**src/rtl/cbs_pkg.sv**
```systemverilog
// Shared constants, widths, rounding helpers and controller/datapath
// interface structs for the cubic Bezier sampler. No dependencies.
`default_nettype none

package cbs_pkg;

  localparam int MAX_POINTS  = 64;
  localparam int T_FRAC_BITS = 16;

  localparam int COORD_W    = 32;
  localparam int NUM_COORDS = 8;
  localparam int NUM_W      = 7;
  localparam int IN_DATA_W  = 264;
  localparam int OUT_DATA_W = 64;

  // sample counter and divisor width, able to hold MAX_POINTS itself
  localparam int CNT_W = $clog2(MAX_POINTS + 1);
  localparam int CMP_W = (NUM_W > CNT_W) ? NUM_W : CNT_W;

  // t and s range over 0 .. 1.0, one integer bit
  localparam int TW    = T_FRAC_BITS + 1;
  localparam int SQ_W  = 2 * TW;
  // weights carry the factor of three
  localparam int WW    = TW + 2;
  localparam int PW    = COORD_W + WW + 1;
  localparam int TM_W  = PW - T_FRAC_BITS;
  localparam int AW    = TM_W + 2;

  localparam int DIV_STEPS = TW;
  localparam int DIV_CNT_W = $clog2(DIV_STEPS);

  localparam logic [TW-1:0] ONE_T  = TW'(1) << T_FRAC_BITS;
  localparam logic [TW-1:0] HALF_T = TW'(1) << (T_FRAC_BITS - 1);

  typedef struct packed {
    logic             load;
    logic             div_step;
    logic             issue;
    logic             last;
    logic [CNT_W-1:0] seg_d;
  } cbs_cmd_t;

  typedef struct packed {
    logic adv;
    logic pipe_busy;
  } cbs_stat_t;

  // unsigned product rounded to nearest back to T_FRAC_BITS fraction bits
  function automatic logic [TW-1:0] rnd_mul_u(input logic [TW-1:0] a,
                                              input logic [TW-1:0] b);
    logic [SQ_W-1:0] p;
    p = a * b + SQ_W'(HALF_T);
    return p[T_FRAC_BITS +: TW];
  endfunction

  function automatic logic signed [PW-1:0] mul_cw(input logic signed [COORD_W-1:0] c,
                                                  input logic [WW-1:0] w);
    logic signed [WW:0] ws;
    ws = $signed({1'b0, w});
    return c * ws;
  endfunction

  // floor((p + half) / 2^F)
  function automatic logic signed [TM_W-1:0] rnd_s(input logic signed [PW-1:0] p);
    logic [PW-1:0] q;
    q = p + PW'(HALF_T);
    return $signed(q[PW-1:T_FRAC_BITS]);
  endfunction

  function automatic logic [COORD_W-1:0] sat32(input logic signed [AW-1:0] a);
    logic hi_same;
    hi_same = (a[AW-1:COORD_W-1] == {(AW-COORD_W+1){1'b0}}) ||
              (a[AW-1:COORD_W-1] == {(AW-COORD_W+1){1'b1}});
    if (hi_same) begin
      return a[COORD_W-1:0];
    end else if (a[AW-1]) begin
      return {1'b1, {(COORD_W-1){1'b0}}};
    end else begin
      return {1'b0, {(COORD_W-1){1'b1}}};
    end
  endfunction

endpackage

`default_nettype wire

```
**src/rtl/cbs_ctrl.sv**
```systemverilog
// Sequencer for the cubic Bezier sampler: input acceptance, reciprocal
// setup steps and per-sample issue. Depends on cbs_pkg.
`default_nettype none

module cbs_ctrl (
  input  logic                    clk,
  input  logic                    rst_n,
  input  logic                    in_valid,
  output logic                    in_ready,
  input  logic [cbs_pkg::NUM_W-1:0] num_points,
  input  cbs_pkg::cbs_stat_t      stat,
  output cbs_pkg::cbs_cmd_t       cmd
);
  import cbs_pkg::*;

  typedef enum logic [2:0] {
    ST_IDLE = 3'b001,
    ST_DIV  = 3'b010,
    ST_RUN  = 3'b100
  } cbs_state_t;

  cbs_state_t           state_r, state_nxt;
  logic [CNT_W-1:0]     idx_r, idx_nxt;
  logic [CNT_W-1:0]     total_r, total_nxt;
  logic [DIV_CNT_W-1:0] divcnt_r, divcnt_nxt;
  logic [CMP_W-1:0]     num_ext;
  logic [CNT_W-1:0]     n_sat;
  logic                 accept;
  logic                 is_last;

  always_comb begin
    num_ext = CMP_W'(num_points);
    n_sat   = (num_ext > CMP_W'(MAX_POINTS)) ? CNT_W'(MAX_POINTS) : num_ext[CNT_W-1:0];
    in_ready = (state_r == ST_IDLE) && !stat.pipe_busy;
    accept   = in_valid && in_ready;
    is_last  = (idx_r == (total_r - CNT_W'(1)));

    cmd.load     = accept;
    cmd.seg_d    = n_sat - CNT_W'(1);
    cmd.div_step = (state_r == ST_DIV);
    cmd.issue    = (state_r == ST_RUN) && stat.adv;
    cmd.last     = is_last;

    state_nxt  = state_r;
    idx_nxt    = idx_r;
    total_nxt  = total_r;
    divcnt_nxt = divcnt_r;

    case (state_r)
      ST_IDLE: begin
        if (accept) begin
          total_nxt  = n_sat;
          idx_nxt    = '0;
          divcnt_nxt = '0;
          if (n_sat == CNT_W'(0)) begin
            state_nxt = ST_IDLE;
          end else if (n_sat == CNT_W'(1)) begin
            state_nxt = ST_RUN;
          end else begin
            state_nxt = ST_DIV;
          end
        end
      end
      ST_DIV: begin
        divcnt_nxt = divcnt_r + DIV_CNT_W'(1);
        if (divcnt_r == DIV_CNT_W'(DIV_STEPS - 1)) begin
          state_nxt = ST_RUN;
        end
      end
      ST_RUN: begin
        if (stat.adv) begin
          if (is_last) begin
            state_nxt = ST_IDLE;
          end else begin
            idx_nxt = idx_r + CNT_W'(1);
          end
        end
      end
      default: begin
        state_nxt = ST_IDLE;
      end
    endcase
  end

  always_ff @(posedge clk) begin
    if (!rst_n) begin
      state_r  <= ST_IDLE;
      idx_r    <= '0;
      total_r  <= '0;
      divcnt_r <= '0;
    end else begin
      state_r  <= state_nxt;
      idx_r    <= idx_nxt;
      total_r  <= total_nxt;
      divcnt_r <= divcnt_nxt;
    end
  end

endmodule

`default_nettype wire

```
**config.mk**
```make
export PLATFORM = sky130hd
export DESIGN_NAME = cbs_ctrl
export DESIGN_NICKNAME = d
export VERILOG_FILES = /design/src/rtl/cbs_pkg.sv /design/src/rtl/cbs_ctrl.sv
export SDC_FILE = /design/constraint.sdc
export NUM_CORES = 1
export LEC_CHECK = 0
export ABC_AREA = 1
export BUFFER_PORTS_ARGS = -buffer_cell sky130_fd_sc_hd__buf_2
export CORE_UTILIZATION = 51
export CTS_CLUSTER_DIAMETER = 80
export DETAILED_ROUTE_END_ITERATION = 6
export PLACE_DENSITY = 0.86
export RECOVER_POWER = 50
export SKIP_CTS_REPAIR_TIMING = 1
export SKIP_LAST_GASP = 1
export SLEW_MARGIN = 20
export SYNTH_ARGS = -nofsm -noshare
export SYNTH_HDL_FRONTEND = slang
export SYNTH_SLANG_ARGS = --single-unit
```
**constraint.sdc**
```tcl
create_clock -name clk -period 1.8 [get_ports clk]
set_input_delay 0.18 -clock clk [delete_from_list [all_inputs] [get_ports clk]]
set_output_delay 0.18 -clock clk [all_outputs]
set_load 0.01 [all_outputs]
```
## After elaboration in Yosys (flattened, before gate mapping)

Index checks and enable logic that the tools add are counted.

| word-level totals | value |
|---|---|
| logic and storage cells | 45 |
| bits of input ports | 12 |
| RAM bits | 0 |
| flip-flop bits (word level) | 22 |
| latch bits | 0 |
| memory bits (read-only) | 0 |
| output and inout port bits | 12 |
| memories kept | 0 |

| cells by class | value |
|---|---|
| shift operators | 0 |
| eq/ne operators | 11 |
| reductions and logical operators | 11 |
| multiplexer cells | 14 |
| multipliers | 0 |
| divide/modulo/power cells | 0 |
| order comparisons | 1 |
| bitwise logic cells | 0 |
| $add $sub $neg | 4 |

Operators with widths:

| cell | count |
|---|---|
| 7-bit two-way mux | 4 |
| 3-bit two-way mux | 6 |
| 7-bit one-hot mux with 2 select lines | 1 |
| 7-bit by 1-bit subtractor with 7-bit output, second input constant | 2 |
| 5-bit one-hot mux with 2 select lines | 1 |
| 3-bit one-hot mux with 3 select lines | 1 |
| 2-bit inequality test, second input constant | 4 |
| 4-bit AND reduction | 2 |
| 7-bit by 1-bit adder with 7-bit output, second input constant | 1 |
| 7-bit by 1-bit == test with 1-bit output, second input constant | 1 |
| 7-bit == test | 1 |
| 7-bit greater-than comparator, second input constant | 1 |
| 7-bit logical NOT | 1 |
| 5-bit by 1-bit adder with 5-bit output, second input constant | 1 |
| 5-bit == test, second input constant | 1 |
| 5-bit two-way mux | 1 |
| 2-bit AND reduction | 2 |
| 2-bit nonzero test | 2 |
| 3-bit by 1-bit == test with 1-bit output, second input constant | 1 |
| 3-bit by 2-bit == test with 1-bit output, second input constant | 1 |
| 3-bit == test, second input constant | 1 |
| 1-bit logical AND | 3 |
| 2-bit by 1-bit inequality test with 1-bit output, second input constant | 1 |
| 1-bit logical NOT | 1 |

## Logic depth before layout (Yosys ltp)

| depth | value |
|---|---|
| word-level depth | 7 |
| mapped depth | 15 |
| gate-level depth less buffers | 15 |

## Worst setup path before layout

Ideal clock, no wire load.

| path | value |
|---|---|
| kind | register to register |
| start | reg total_r[0] |
| end | reg idx_r[1] |
| data required time | 1.688 ns |
| clock period less this slack | 1.663 ns |
| arrival | 1.552 ns |
| buffers on the path | 0 |
| library setup time | 0.112 ns |
| cell stages (with the launch flop) | 16 |
| setup slack | 0.137 ns |
| path through | dfxtp_1 inv_2 ha_1 inv_1 nand2_1 nand2_1 nor2_1 nand3_1 nor2_1 nand2_1 nand2_1 nand2_2 nand2_2 nand2_1 nand2_1 nor2_1 |

| between the ends | value |
|---|---|
| longest elaborated chain between the ends | 4 |

RTL lines:

| element | RTL line | source |
|---|---|---|
| start, declared | cbs_ctrl.sv:24 | `logic [CNT_W-1:0] total_r, total_nxt;` |
| start signal, assigned | cbs_ctrl.sv:94 | `total_r <= total_nxt;` |
| 7-bit by 1-bit subtractor with 7-bit output | cbs_ctrl.sv:36 | `is_last = (idx_r == (total_r - CNT_W'(1)));` |
| 7-bit == test | cbs_ctrl.sv:36 |  |
| 2-bit inequality test (no source line) | n/a |  |
| 4-bit AND reduction (no source line) | n/a |  |
| end signal, assigned | cbs_ctrl.sv:93 | `idx_r <= idx_nxt;` |
| end, declared | cbs_ctrl.sv:23 | `logic [CNT_W-1:0] idx_r, idx_nxt;` |

Every way passes these cells.
A chain may end at the register's enable or synchronous reset.

==> flow_metrics.env <==
export IMPL_crit_chain="inv_2, ha_4, inv_2, nand2_1, nand2_1, nor2_2, nand3_2, nor2_4, nand2_2, inv_2, buf_6"
export IMPL_crit_buf_inv=4
export IMPL_grt_use_met2=0.383
export IMPL_drt_initial_drc_count=57
export IMPL_maxSlewViolCount=0
export IMPL_fmax_mhz=517
export IMPL_rsz0062_at_grt="yes"
export IMPL_finalHoldViolCount=0
export IMPL_globalRouteMet1Util=0.282
export IMPL_wirelength_um=3790
export IMPL_die_y_um=56.8
export IMPL_period_share=1.07
export IMPL_drcViolationCount=0
export IMPL_clk_pin_slew_ps=130
export IMPL_tightest_slew_ps=460
export IMPL_synth_ff_latch_count=22
export IMPL_maxCapViolations=0
export IMPL_numCtsBuffers=3
export IMPL_cts_tree="yes"
export IMPL_gp_congestion=0.904
export IMPL_dr_pass1_iters=4
export IMPL_via_per_inst=5.41
export IMPL_numPortBuffers=23
export IMPL_synth_cells=244
export IMPL_yosysWarnings=0
export IMPL_finalClockSkew_ps=7.02
export IMPL_grt_util_met3=0.0276
export IMPL_fin_nets=294
export IMPL_fin_cells=305
export IMPL_dr_total_vias=1650
export IMPL_cts_root_buf="clkbuf_4"
export IMPL_syn_nets=263
export IMPL_wl_per_cell_um=12.4
export IMPL_cp_max_fo=3
export IMPL_final_common_cell="nand2_1"
export IMPL_ys_types=28
export IMPL_htreeDepth=1
export IMPL_clockBufferDepth=2
export IMPL_die_w_um=56.8
export IMPL_register_area_um2=443
export IMPL_arrival_ps=1750
export IMPL_critPathMaxStageDelay_ps=380
export IMPL_required_ps=1620
export IMPL_fin_crit_ps=1930
export IMPL_p_total_w=0.00208
export IMPL_dp_cells=299
export IMPL_cp_end_kind="output pin"
export IMPL_cellPowerDensity_nw_per_um2=1140
export IMPL_start_kind="register"
export IMPL_status="complete, but fails checks"
export IMPL_grt_max_degree=17
export IMPL_ys_seq_area_frac=0.287
export IMPL_num_antenna_cells=0
export IMPL_place_hpwl_um=2690
export IMPL_synth_area_per_cell_um2=6.29
export IMPL_ant_nets=0
export IMPL_relSlewSlack=0.692
export IMPL_grt_overflow_total=0
export IMPL_area_growth_pct=18.5
export IMPL_core_area_um2=2810
export IMPL_p_leak_nw=0.823
export IMPL_grtUsageTotal=0.225
export IMPL_row_count=19
export IMPL_multiInputGateArea_um2=966
export IMPL_busiest_layer="met2"
export IMPL_final_cell_mix="66 x nand2_1, 27 x inv_1, 23 x a21oi_1, 20 x dfxtp_1, 20 x buf_2"
export IMPL_ioPinCount=24
export IMPL_die_area_um2=3230
export IMPL_grt_pass1_vias=1412
export IMPL_cts_sinks=22
export IMPL_drive_gt1_frac=0.215
export IMPL_violations="negative setup slack"
export IMPL_antenna_found_initial=0
export IMPL_finalSetupViolations=9
export IMPL_cp_common_cell="inv_2"
export IMPL_crit_type="register to output pin"
export IMPL_grt_pass1_wl_um=5730
export IMPL_hold_path_class="primary input to register"
export IMPL_fillers=247
export IMPL_crit_path_top_delay_cell="dfxtp_2"
export IMPL_pre_cts_slack_ps=-172
export IMPL_critical_path_top_delay_family="simple AND/OR/NAND/NOR gates"
export IMPL_peakVddDrop_mv=0.723
export IMPL_layout_setup_ws_ps=-134
export IMPL_clock_latency_ps=310
export IMPL_start_util=0.547
export IMPL_synth_area_um2=1530
per-stage QoR:
step	TNS [ps]	hold slack [ps]	instance area [um2]	utilization
after global placement	-164	485	1700	0.605
final	-577	185	1820	0.648
after CTS	-1470	168	1750	0.624
after floorplan	0	318	1530	-
after global routing	-1340	203	1820	0.648
after detailed placement	-1130	490	1700	0.605
cells by family (layout without fill, tap and decap cells):
family / count (synthesis) / count (layout) / synth area share
xor gates and xnor gates: 7 / 7 / 0.0400
DFF: 22 / 22 / 0.287
adders and majority gates: 7 / 7 / 0.0571
buffers and inverters: 42 / 72 / 0.113
and+or+nand+nor: 123 / 123 / 0.356
AOI/OAI and AO/OA: 43 / 43 / 0.147
final timing paths:
check	startpoint	end	slack (ps)	cells after the start
min reg2reg	divcnt_r[4]	divcnt_r[4]	510	2
max reg2reg	total_r[1]	idx_r[3]	-80	14
min	rst_n	divcnt_r[3]	190	3
max	total_r[1]	cmd[7]	-130	11
Yosys cell counts:
| cell type | count | area [um2] |
|---|---|---|
| nand2_1 | 69 | 259 |
| inv_1 | 30 | 113 |
| a21oi_1 | 23 | 115 |
| dfxtp_1 | 22 | 440 |
| nor2_1 | 22 | 82.6 |
| nand3_1 | 19 | 95.1 |
| o21ai_0 | 14 | 70.1 |
| ha_1 | 7 | 87.6 |
| inv_2 | 6 | 22.5 |
| xor2_1 | 5 | 43.8 |
| nor3_1 | 3 | 15.0 |
| o21ai_1 | 3 | 15.0 |
| buf_4 | 2 | 15.0 |
| nand2_2 | 2 | 12.5 |
| nand4_1 | 2 | 12.5 |
| nor3b_1 | 2 | 15.0 |
| xnor2_1 | 2 | 17.5 |
| a211oi_1 | 1 | 7.51 |
| a21oi_2 | 1 | 8.76 |
| a221oi_1 | 1 | 8.76 |
| buf_2 | 1 | 5.00 |
| buf_6 | 1 | 11.3 |
| clkbuf_1 | 1 | 3.75 |
| clkinv_1 | 1 | 3.75 |
| nand3_4 | 1 | 17.5 |
| nand3b_1 | 1 | 7.51 |
| nor3_2 | 1 | 10.0 |
| nor3b_4 | 1 | 18.8 |
worst reg2reg max path: stages (launching register included):
cell and delay (ps):
dfxtp_2 380, inv_2 60, ha_4 260, inv_2 30
nand2_1 50, nand2_1 60, nor2_2 140, nand3_2 110
nor2_4 130, nand2_2 70, nand2_2 120, nand2_4 110
nand2_4 110, nand2_1 50, a21oi_1 130
report_power, final:
| part | internal, W | leakage [nW] | switching (W) | total, W |
|---|---|---|---|---|
| Sequential | 0.000561 | 0.180 | 0.0000806 | 0.000642 |
| Clock | 0.000225 | 0.0279 | 0.000160 | 0.000385 |
| Combinational | 0.000390 | 0.615 | 0.000664 | 0.00105 |
| Total | 0.00118 | 0.823 | 0.000904 | 0.00208 |
metal layers:
metal  wire [um]  vias up
li1            -      843
met1        1650      750
met2        1880       47
met3         170       10
met4          91        0
met5           0        -
flip-flops by register name, summed over array words and instances (netlist names):
name      cells
divcnt_r      5
idx_r         7
state_r       3
total_r       7
cell type report:
class / count / share of cell area
flip-flops and latches: 22 / 0.244
inverters: 37 / 0.0764
clock buffers: 3 / 0.0124
multi-input cells: 180 / 0.531
clock inverters: 1 / 0.0165
repair buffers: 31 / 0.0984
well taps: 31 / 0.0213
(Power assumes the default switching activity.)
